### src/hdl/cidpq_pkg.sv
// Package with types, codes and helper functions for the CAN identifier priority transmit queue.
`default_nettype none

package cidpq_pkg;

    localparam int DEF_QUEUE_DEPTH = 16;
    localparam int ID_W            = 11;
    localparam int LEN_W           = 4;
    localparam int DATA_W          = 64;
    localparam int OCC_W           = 5;
    localparam int MAX_LEN         = 8;
    localparam int S_TDATA_W       = 80;
    localparam int M_TDATA_W       = 88;

    localparam logic [1:0] FUNC_PUSH  = 2'd0;
    localparam logic [1:0] FUNC_POP   = 2'd1;
    localparam logic [1:0] FUNC_QUERY = 2'd2;

    localparam logic [1:0] STAT_DONE  = 2'd0;
    localparam logic [1:0] STAT_FULL  = 2'd1;
    localparam logic [1:0] STAT_EMPTY = 2'd2;

    typedef struct packed {
        logic [ID_W-1:0]   id;
        logic [LEN_W-1:0]  len;
        logic [DATA_W-1:0] data;
    } slot_t;

    typedef enum logic [2:0] {
        ST_IDLE,
        ST_PUSH_CMP,
        ST_PUSH_PUT,
        ST_POP_SHIFT,
        ST_RESULT
    } state_t;

    function automatic logic [DATA_W-1:0] format_payload(
        input logic [DATA_W-1:0] data,
        input logic [LEN_W-1:0]  len,
        input logic              reverse
    );
        logic [DATA_W-1:0] res;
        logic [LEN_W-1:0]  src;
        res = '0;
        for (int i = 0; i < MAX_LEN; i++) begin
            if (LEN_W'(i) < len) begin
                src = reverse ? (len - LEN_W'(1) - LEN_W'(i)) : LEN_W'(i);
                res[8*i +: 8] = data[8*src[2:0] +: 8];
            end
        end
        return res;
    endfunction

endpackage

`default_nettype wire

### src/hdl/can_id_priority_tx_queue_core.sv
// Top level of the CAN transmit queue kept sorted by identifier in a single-port-write memory.
// Query, rejected enqueue and remove with at most one frame held go straight to the output
// register; remove with two or more frames shifts the rest down; enqueue into an empty queue
// writes the frame directly, else frames at or above the new identifier move up first, as the
// insertion walks the memory one entry per cycle. No new transaction is taken until the
// result is registered. Synchronous active-low reset empties the queue; memory is not cleared.
`default_nettype none

module can_id_priority_tx_queue_core
    import cidpq_pkg::*;
#(
    parameter int QUEUE_DEPTH = DEF_QUEUE_DEPTH
) (
    input  wire logic                 aclk,
    input  wire logic                 aresetn,
    input  wire logic                 cfg_valid,
    output logic                      cfg_ready,
    input  wire logic                 cfg_data,
    input  wire logic                 s_tvalid,
    output logic                      s_tready,
    // frame_id, frame_len, frame_data, zero pad
    input  wire logic [S_TDATA_W-1:0] s_tdata,
    // func
    input  wire logic [1:0]           s_tuser,
    output logic                      m_tvalid,
    input  wire logic                 m_tready,
    // status, head_valid, head_id, head_len, head_payload, occupancy, zero pad
    output logic [M_TDATA_W-1:0]      m_tdata
);

    localparam int AW = (QUEUE_DEPTH > 1) ? $clog2(QUEUE_DEPTH) : 1;
    localparam int CW = $clog2(QUEUE_DEPTH + 1);

    state_t state_reg, state_next;

    slot_t  slot_mem [QUEUE_DEPTH];
    slot_t  rd_data_reg;
    logic   mem_we, mem_re;
    logic [AW-1:0] mem_waddr, mem_raddr;
    slot_t  mem_wdata;

    logic [CW-1:0] count_reg, count_next;
    logic [AW-1:0] idx_reg, idx_next;
    slot_t  head_reg, head_next;
    slot_t  in_reg, in_next;
    logic [1:0] stat_reg, stat_next;
    logic   msb_first_reg;
    logic   m_tvalid_reg;
    logic [M_TDATA_W-1:0] m_tdata_reg;

    logic s_fire, out_load, shift_go, pop_last;
    logic [CW-1:0] count_m1;
    logic [AW-1:0] idx_m1, idx_p1;
    logic [LEN_W-1:0] len_clamp;
    logic [1:0] func;

    assign func      = s_tuser;
    assign s_tready  = (state_reg == ST_IDLE);
    assign s_fire    = s_tvalid && s_tready;
    assign cfg_ready = 1'b1;
    assign out_load  = (state_reg == ST_RESULT) && (!m_tvalid_reg || m_tready);
    assign count_m1  = count_reg - CW'(1);
    assign idx_m1    = idx_reg - AW'(1);
    assign idx_p1    = idx_reg + AW'(1);
    assign shift_go  = (rd_data_reg.id >= in_reg.id);
    assign pop_last  = (CW'(idx_reg) + CW'(2) == count_reg);
    assign len_clamp = (s_tdata[14:11] > LEN_W'(MAX_LEN)) ? LEN_W'(MAX_LEN) : s_tdata[14:11];

    always_comb begin
        state_next = state_reg;
        unique case (state_reg)
            ST_IDLE: begin
                if (s_fire) begin
                    if (func == FUNC_PUSH) begin
                        if (CW'(QUEUE_DEPTH) == count_reg) begin
                            state_next = ST_RESULT;
                        end else if (count_reg == '0) begin
                            state_next = ST_PUSH_PUT;
                        end else begin
                            state_next = ST_PUSH_CMP;
                        end
                    end else if (func == FUNC_POP && count_reg > CW'(1)) begin
                        state_next = ST_POP_SHIFT;
                    end else begin
                        state_next = ST_RESULT;
                    end
                end
            end
            ST_PUSH_CMP: begin
                if (!shift_go || idx_reg == AW'(1)) begin
                    state_next = ST_PUSH_PUT;
                end
            end
            ST_PUSH_PUT: state_next = ST_RESULT;
            ST_POP_SHIFT: begin
                if (pop_last) begin
                    state_next = ST_RESULT;
                end
            end
            ST_RESULT: begin
                if (out_load) begin
                    state_next = ST_IDLE;
                end
            end
            default: state_next = ST_IDLE;
        endcase
    end

    always_comb begin
        count_next = count_reg;
        idx_next   = idx_reg;
        head_next  = head_reg;
        in_next    = in_reg;
        stat_next  = stat_reg;
        mem_we     = 1'b0;
        mem_waddr  = idx_reg;
        mem_wdata  = rd_data_reg;
        mem_re     = 1'b0;
        mem_raddr  = idx_m1;
        case (state_reg)
            ST_IDLE: begin
                if (s_fire) begin
                    in_next.id   = s_tdata[10:0];
                    in_next.len  = len_clamp;
                    in_next.data = s_tdata[78:15];
                    stat_next    = STAT_DONE;
                    if (func == FUNC_PUSH) begin
                        if (CW'(QUEUE_DEPTH) == count_reg) begin
                            stat_next = STAT_FULL;
                        end else begin
                            idx_next  = count_reg[AW-1:0];
                            mem_re    = (count_reg != '0);
                            mem_raddr = count_m1[AW-1:0];
                        end
                    end else if (func == FUNC_POP) begin
                        if (count_reg == '0) begin
                            stat_next = STAT_EMPTY;
                        end else if (count_reg == CW'(1)) begin
                            count_next = '0;
                        end else begin
                            idx_next  = '0;
                            mem_re    = 1'b1;
                            mem_raddr = AW'(1);
                        end
                    end
                end
            end
            ST_PUSH_CMP: begin
                if (shift_go) begin
                    mem_we    = 1'b1;
                    mem_waddr = idx_reg;
                    mem_wdata = rd_data_reg;
                    idx_next  = idx_m1;
                    if (idx_reg != AW'(1)) begin
                        mem_re    = 1'b1;
                        mem_raddr = idx_m1 - AW'(1);
                    end
                end
            end
            ST_PUSH_PUT: begin
                mem_we     = 1'b1;
                mem_waddr  = idx_reg;
                mem_wdata  = in_reg;
                count_next = count_reg + CW'(1);
                if (idx_reg == '0) begin
                    head_next = in_reg;
                end
            end
            ST_POP_SHIFT: begin
                mem_we    = 1'b1;
                mem_waddr = idx_reg;
                mem_wdata = rd_data_reg;
                if (idx_reg == '0) begin
                    head_next = rd_data_reg;
                end
                if (pop_last) begin
                    count_next = count_m1;
                end else begin
                    idx_next  = idx_p1;
                    mem_re    = 1'b1;
                    mem_raddr = idx_p1 + AW'(1);
                end
            end
            default: begin
            end
        endcase
    end

    always_ff @(posedge aclk) begin
        if (mem_we) begin
            slot_mem[mem_waddr] <= mem_wdata;
        end
        if (mem_re) begin
            rd_data_reg <= slot_mem[mem_raddr];
        end
    end

    always_ff @(posedge aclk) begin
        if (!aresetn) begin
            state_reg     <= ST_IDLE;
            count_reg     <= '0;
            msb_first_reg <= 1'b0;
            m_tvalid_reg  <= 1'b0;
        end else begin
            state_reg <= state_next;
            count_reg <= count_next;
            if (cfg_valid && cfg_ready) begin
                msb_first_reg <= cfg_data;
            end
            if (out_load) begin
                m_tvalid_reg <= 1'b1;
            end else if (m_tready) begin
                m_tvalid_reg <= 1'b0;
            end
        end
    end

    always_ff @(posedge aclk) begin
        idx_reg  <= idx_next;
        head_reg <= head_next;
        in_reg   <= in_next;
        stat_reg <= stat_next;
        if (out_load) begin
            if (count_reg != '0) begin
                m_tdata_reg <= {1'b0, OCC_W'(count_reg),
                                format_payload(head_reg.data, head_reg.len, msb_first_reg),
                                head_reg.len, head_reg.id, 1'b1, stat_reg};
            end else begin
                m_tdata_reg <= {1'b0, OCC_W'(count_reg), DATA_W'(0), LEN_W'(0),
                                ID_W'(0), 1'b0, stat_reg};
            end
        end
    end

    assign m_tvalid = m_tvalid_reg;
    assign m_tdata  = m_tdata_reg;

    a_count_bound: assert property (@(posedge aclk) disable iff (!aresetn)
        count_reg <= CW'(QUEUE_DEPTH))
        else $error("queue occupancy above depth");

    a_pop_empty: assert property (@(posedge aclk) disable iff (!aresetn)
        (s_fire && func == FUNC_POP && count_reg == '0)
        |=> (state_reg == ST_RESULT && stat_reg == STAT_EMPTY && count_reg == '0))
        else $error("remove on empty queue not reported");

    a_pop_index: assert property (@(posedge aclk) disable iff (!aresetn)
        (state_reg == ST_POP_SHIFT) |-> (CW'(idx_reg) + CW'(1) < count_reg))
        else $error("remove shift index out of range");

    a_push_index: assert property (@(posedge aclk) disable iff (!aresetn)
        (state_reg == ST_PUSH_CMP) |-> (idx_reg != '0 && CW'(idx_reg) <= count_reg))
        else $error("insert walk index out of range");

    a_full_keep: assert property (@(posedge aclk) disable iff (!aresetn)
        (s_fire && func == FUNC_PUSH && count_reg == CW'(QUEUE_DEPTH))
        |=> (stat_reg == STAT_FULL && $stable(count_reg)))
        else $error("rejected enqueue changed the queue");

endmodule

`default_nettype wire
### config.mk
export PLATFORM = sky130hd
export DESIGN_NAME = can_id_priority_tx_queue_core
export DESIGN_NICKNAME = d
export VERILOG_FILES = /design/src/hdl/cidpq_pkg.sv /design/src/hdl/can_id_priority_tx_queue_core.sv
export SDC_FILE = /design/constraint.sdc
export NUM_CORES = 2
export LEC_CHECK = 0
export BUFFER_PORTS_ARGS = -buffer_cell sky130_fd_sc_hd__buf_2
export CORE_MARGIN = 5
export CORE_UTILIZATION = 55
export DETAILED_ROUTE_END_ITERATION = 8
export GPL_ROUTABILITY_DRIVEN = 0
export PLACE_DENSITY = 0.72
export SETUP_SLACK_MARGIN = 0.4
export SYNTH_ARGS = -nofsm -noshare
export SYNTH_HDL_FRONTEND = slang
export SYNTH_SLANG_ARGS = --single-unit
### constraint.sdc
create_clock -name aclk -period 17.8 [get_ports aclk]
set_input_delay 5.34 -clock aclk [delete_from_list [all_inputs] [get_ports aclk]]
set_output_delay 5.34 -clock aclk [all_outputs]
set_load 0.03 [all_outputs]
### After elaboration in Yosys (flattened, before gate mapping)

Memories as Yosys holds them, arrays and structs flattened. A register that Yosys moved wholly into a read port is not among the register bits.
Index checks and enable logic that the tools add are counted.

| operators by class | value |
|---|---|
| add/subtract/negate cells | 15 |
| multiplexer cells | 68 |
| shifts and indexed selects | 8 |
| eq/ne operators | 26 |
| magnitude comparators | 11 |
| reductions and logical operators | 30 |

Operators with widths:

| operator | number |
|---|---|
| $shiftx 64x7->8 | 8 |
| $mux 79 | 3 |
| $pmux 79 s2 | 1 |
| $mux 4 | 17 |
| $mux 3 | 16 |
| $mux 5 | 6 |
| $pmux 4 s3 | 2 |
| $ne 2x2->1 const B | 9 |
| $reduce_and 2->1 | 9 |
| $lt 3x4->1 const A | 4 |
| $mux 1 | 15 |
| $pmux 3 s5 | 1 |
| $pmux 5 s3 | 1 |
| $sub 3x3->3 const B | 4 |
| $ge 11x11->1 | 1 |
| $ne 3x3->1 const B | 3 |
| $add 4x1->4 const B | 2 |
| $lt 1x4->1 const A | 2 |
| $lt 2x4->1 const A | 2 |
| $mux 2 | 4 |
| $reduce_and 8->1 | 1 |
| $sub 4x1->4 const B | 2 |
| $reduce_and 7->1 | 1 |
| $eq 3x2->1 const B | 2 |
| other kinds (32) | 42 |

| word-level totals | value |
|---|---|
| input bits | 88 |
| logic and storage cells | 181 |
| bits in writable memories | 1264 |
| output and inout bits | 91 |
| bits in registers | 261 |
| memories | 1 |

Memories:

| memory | depth | bits a word | rd ports | clocked after Yosys merged registers in | wr ports | line | RTL |
|---|---|---|---|---|---|---|---|
| slot_mem | 16 | 79 | 1 | 1 | 1 | can_id_priority_tx_queue_core.sv:36 | `slot_t slot_mem [QUEUE_DEPTH];` |

### Longest topological paths before layout

| logic depth | value |
|---|---|
| depth after elaboration | 7 |
| depth in mapped cells | 16 |
| gate-level depth less buffers | 11 |

### Worst setup path before layout

No wires, ideal clock.

| timing path | value |
|---|---|
| kind | input to register |
| start | in s_tvalid |
| end | reg rd_data_reg[0] (netlist name) |
| path buffers | 0 |
| arrival | 14500 ps |
| required time | 17175 ps |
| path slack | 2675 ps |
| stages on the path | 4 |
| setup time | 625 ps |
| path through | nand2b_1 nor3_2 nand2b_1 o21ai_0 |

| on the way | value |
|---|---|
| longest elaborated chain between the ends | 3 |
| elaborated cells between the ends (all ways) | 5 |
| classes of those cells | mux (4); reduce/logical (1) |

Ends and longest elaborated chain:

| element | line | RTL |
|---|---|---|
| from (decl) | can_id_priority_tx_queue_core.sv:19 | `input wire logic s_tvalid,` |
| $logic_and 1x1->1 | can_id_priority_tx_queue_core.sv:59 | `assign s_fire = s_tvalid && s_tready;` |
| $mux 1 | can_id_priority_tx_queue_core.sv:122 | `if (s_fire) begin` |
| $pmux 1 s3 | can_id_priority_tx_queue_core.sv:120 | `case (state_reg)` |
| via mem_re | can_id_priority_tx_queue_core.sv:38 | `logic mem_we, mem_re;` |

The timed path passes the listed nets, and every way through them passes these cells.
A chain may end at the register's enable or synchronous reset.

### Worst setup path after layout

| timing path | value |
|---|---|
| start | in s_tuser[0] |
| end | reg rd_data_reg[28] (netlist name) |

| on the way | value |
|---|---|
| longest elaborated chain between the ends | 5 |
| elaborated cells between the ends (all ways) | 10 |
| classes of those cells | eq/ne (1); mux (8); reduce/logical (1) |

Ends and longest elaborated chain:

| element | line | RTL |
|---|---|---|
| from (decl) | can_id_priority_tx_queue_core.sv:24 | `input wire logic [1:0] s_tuser,` |
| $eq 2x1->1 | can_id_priority_tx_queue_core.sv:135 | `end else if (func == FUNC_POP) begin` |
| $mux 4 / $mux 1 (equally long branches) | can_id_priority_tx_queue_core.sv:135 |  |
| $mux 4 / $mux 1 (equally long branches) | can_id_priority_tx_queue_core.sv:127 | `if (func == FUNC_PUSH) begin` |
| $mux 4 / $mux 1 (equally long branches) | can_id_priority_tx_queue_core.sv:122 |  |
| $pmux 4 s3 / $pmux 1 s3 (equally long branches) | can_id_priority_tx_queue_core.sv:120 |  |

Several ways; a longest one is shown, not always the timed one.

==> impl_metrics.py <==
metrics = {
    "worst_setup_path": {
        "start_kind": "input pin",
        "cpLargestDelayFamily": "compound AO/OA/AOI/OAI gates",
        "reg2reg_from": "state_reg[1]",
        "r2r_end": "rd_data_reg[27]",
        "cp_common_cell": "buf_4",
        "crit_path_top_delay_cell": "buf_4",
        "rr_worst_depth": 11,
        "end_kind": "register",
        "arrival_ns": 9.80,
        "required_ns": 18.29,
        "path_class": "input pin to register",
        "crit_cells": 11,
        "rrSetupSlack_ns": 11.69,
        "critPathMaxFanout": 53,
        "cp_slowest_stage_delay_ns": 0.84,
        "cp_cell_sequence": "buf_2 -> nor2_1 -> a21boi_2 -> a31oi_1 -> a211oi_1 -> a32o_4 -> buf_4 -> buf_4 -> mux4_2 -> a22oi_1 -> nand2_1",
        "timing.critical_path.buf_inv": 3,
    },
    "route": {
        "vias": 34928,
        "postRouteAntennaNets": 0,
        "via_per_inst": 6.40,
        "drtIter0Drc": 4365,
        "wirelength_mm": 160,
        "detail_route.wl_per_cell_um": 29.3,
        "first_pass_iters": 5,
        "drc_errors": 0,
    },
    "floorplan": {
        "ios": 179,
        "start_util_pct": 55.2,
        "core-area_mm2": 0.116,
        "rows": 125,
        "design.die.area_mm2": 0.123,
        "dieWidth_um": 351,
        "die_h_um": 351,
    },
    "hold_path": {
        "hp-class": "register to register",
        "min_path_cells": 0,
        "whs_endpoint": "m_tdata[1]",
        "hold_start": "stat_reg[1]",
    },
    "power": {
        "total_power_w": 0.00792,
        "peakVddDrop_mv": 0.0992,
        "powerDensity_mw_per_mm2": 111,
        "p_leak_nw": 24.0,
    },
    "clocking": {
        "clock_latency_ns": 0.78,
        "root_buffer": "clkbuf_16",
        "cts-htree-levels": 4,
        "ctsHoldBuffers": 0,
        "cts_resized": 0,
        "clock_path_buffers": 3,
        "clock-sinks": 1604,
        "numCtsBuffers": 157,
        "cts_tree": "yes",
        "clkTransAtPathRegs_ns": 0.06,
        "cts_setup_buffers": 0,
    },
    "cells_and_area": {
        "final_util_pct": 61.6,
        "final_nets": 3932,
        "fin_area_mm2": 0.0713,
        "fillers": 7977,
        "final_cells": 5461,
        "largest_reg_flops": 1264,
        "layout-drive-gt1-share_pct": 21.2,
        "area_growth_syn_to_layout_pct": 11.6,
    },
    "timing": {
        "worst_slew_pin_slew_ns": 1.25,
        "finalCritPeriodShare_pct": 52.3,
        "slew_violations": 0,
        "hold_viol": 0,
        "finalCriticalPeriod_ns": 9.30,
        "rsz0062_at_grt": "no",
        "timing.fmax_mhz": 108,
        "slew_headroom_pct": 17.0,
        "setup_violations": 0,
        "fin_setup_tns_ns": 0,
        "worst_clock_skew_ns": 0.0342,
    },
    "placement": {
        "dpl.hpwl_mm": 85.9,
        "place_inst": 5182,
        "io_buffer_count": 175,
        "dpl_cell_area_mm2": 0.0664,
    },
    "synthesis": {
        "synth-compound-area-share_pct": 3.20,
        "synthTopCellsByCount": "1594 x edfxtp_1, 712 x nand2_1, 269 x mux4_2",
        "synth_most_common_cell": "edfxtp_1",
        "yosys-mux-area-fraction_pct": 12.4,
        "synth_edf_count": 1594,
        "ys_ff_latch": 1604,
        "ys_seq_area_share_pct": 75.2,
        "synth.largest_area_cell": "edfxtp_1",
        "synth_fa_ha_area_share_pct": 0.528,
        "yosysWarnings": 0,
        "syn_avg_cell_area_um2": 17.6,
        "async_reset_ff_share_pct": 0,
        "netlist.area_leader.share_pct": 74.9,
        "synthFlopType": "edfxtp_1",
        "synthTopCellsByArea": "edfxtp_1 75%, mux4_2 9.5%, nand2_1 4.2%",
        "synthCells": 3628,
        "syn_area_mm2": 0.0639,
        "synth_top_family_by_area": "multiplexers",
        "mappedNetlistNets": 3743,
        "ys_types": 70,
        "yosys.area_share.simple_pct": 6.66,
        "synthXorXnorAreaFrac_pct": 0.288,
    },
    "global_routing": {
        "grt_pass1_vias": 33245,
        "grt_pass1_wl_mm": 229,
        "grtUsageTotal_pct": 25.9,
        "grt_max_degree": 159,
        "grt_antenna_before_repair": 5,
        "gr-total-overflow": 0,
    },
    "flow_run": {
        "drv_cap": 0,
    },
    "outcome": {
        "status": "completed",
    },
}
cells in the final DEF (no fill, tap or decap), drive strengths merged, types with 3 or more instances in the layout:
master	count
a211oi	3
a21boi	3
a21o	3
a21oi	52
a22oi	81
a32oi	80
and2	19
and3	3
buf	236
bufinv	9
clkbuf	200
clkinv	63
dfxtp	10
diode	3
edfxtp	1594
ha	27
inv	24
mux2	78
mux2i	98
mux4	269
nand2	712
nand2b	11
nand3	168
nor2	66
nor2b	15
nor3	11
nor3b	6
o21ai	30
or2	3
xnor2	9
xor2	12
through the flow:
step                worst slack (ns)  hold slack, ns
finish                          8.50           0.433
floorplan                       2.67           0.400
CTS                             8.53           0.439
global placement                7.74           0.405
detailed placement              7.72           0.423
global route                    8.11           0.451
power by group:
part / internal (W) / switching [W]
Combinational: 0.000189 / 0.000343
Clock: 0.00180 / 0.00138
Sequential: 0.00419 / 0.0000254
Total: 0.00618 / 0.00175
cells by family (layout without fill, tap and decap cells):
logic type      count (synthesis)  in the layout
compound gates                279            279
simple gates                 1022           1022
buf+inv                       228            534
mux                           445            445
flops                        1604           1604
xor+xnor                       21             21
fa+ha+maj                      27             27
other cells                     2              5
layout make-up:
cell class	count	area, µm²	area share (%)
Sequential cell	1604	48100	67.4
Multi-Input combinational cell	1796	15000	21.0
Clock inverter	76	702	0.984
Clock buffer	200	4200	5.88
Inverter	22	82.6	0.116
Tap cell	1524	1910	2.67
Antenna cell	3	7.51	0.0105
Timing Repair Buffer	236	1380	1.94
how the worst max path moves through the flow:
stage,startpoint,endpoint,slack (ns)
4_1_cts,s_tuser[0],rd_data_reg[28],8.53
3_5_place_dp,s_tuser[0],rd_data_reg[28],7.72
5_1_grt,s_tuser[0],rd_data_reg[28],8.11
3_3_place_gp,s_tuser[0],rd_data_reg[28],7.74
2_1_floorplan,s_tvalid,rd_data_reg[0],2.67
6_report,s_tuser[0],rd_data_reg[28],8.50
metal layers:
metal	track usage (%)	routed length, µm	vias up
met5	0	0	-
met4	9.97	6170	0
met3	6.76	18800	296
met2	39.9	75100	2211
met1	36.1	60100	17815
li1	-	-	14606
Power figures use the tool's default switching activity.
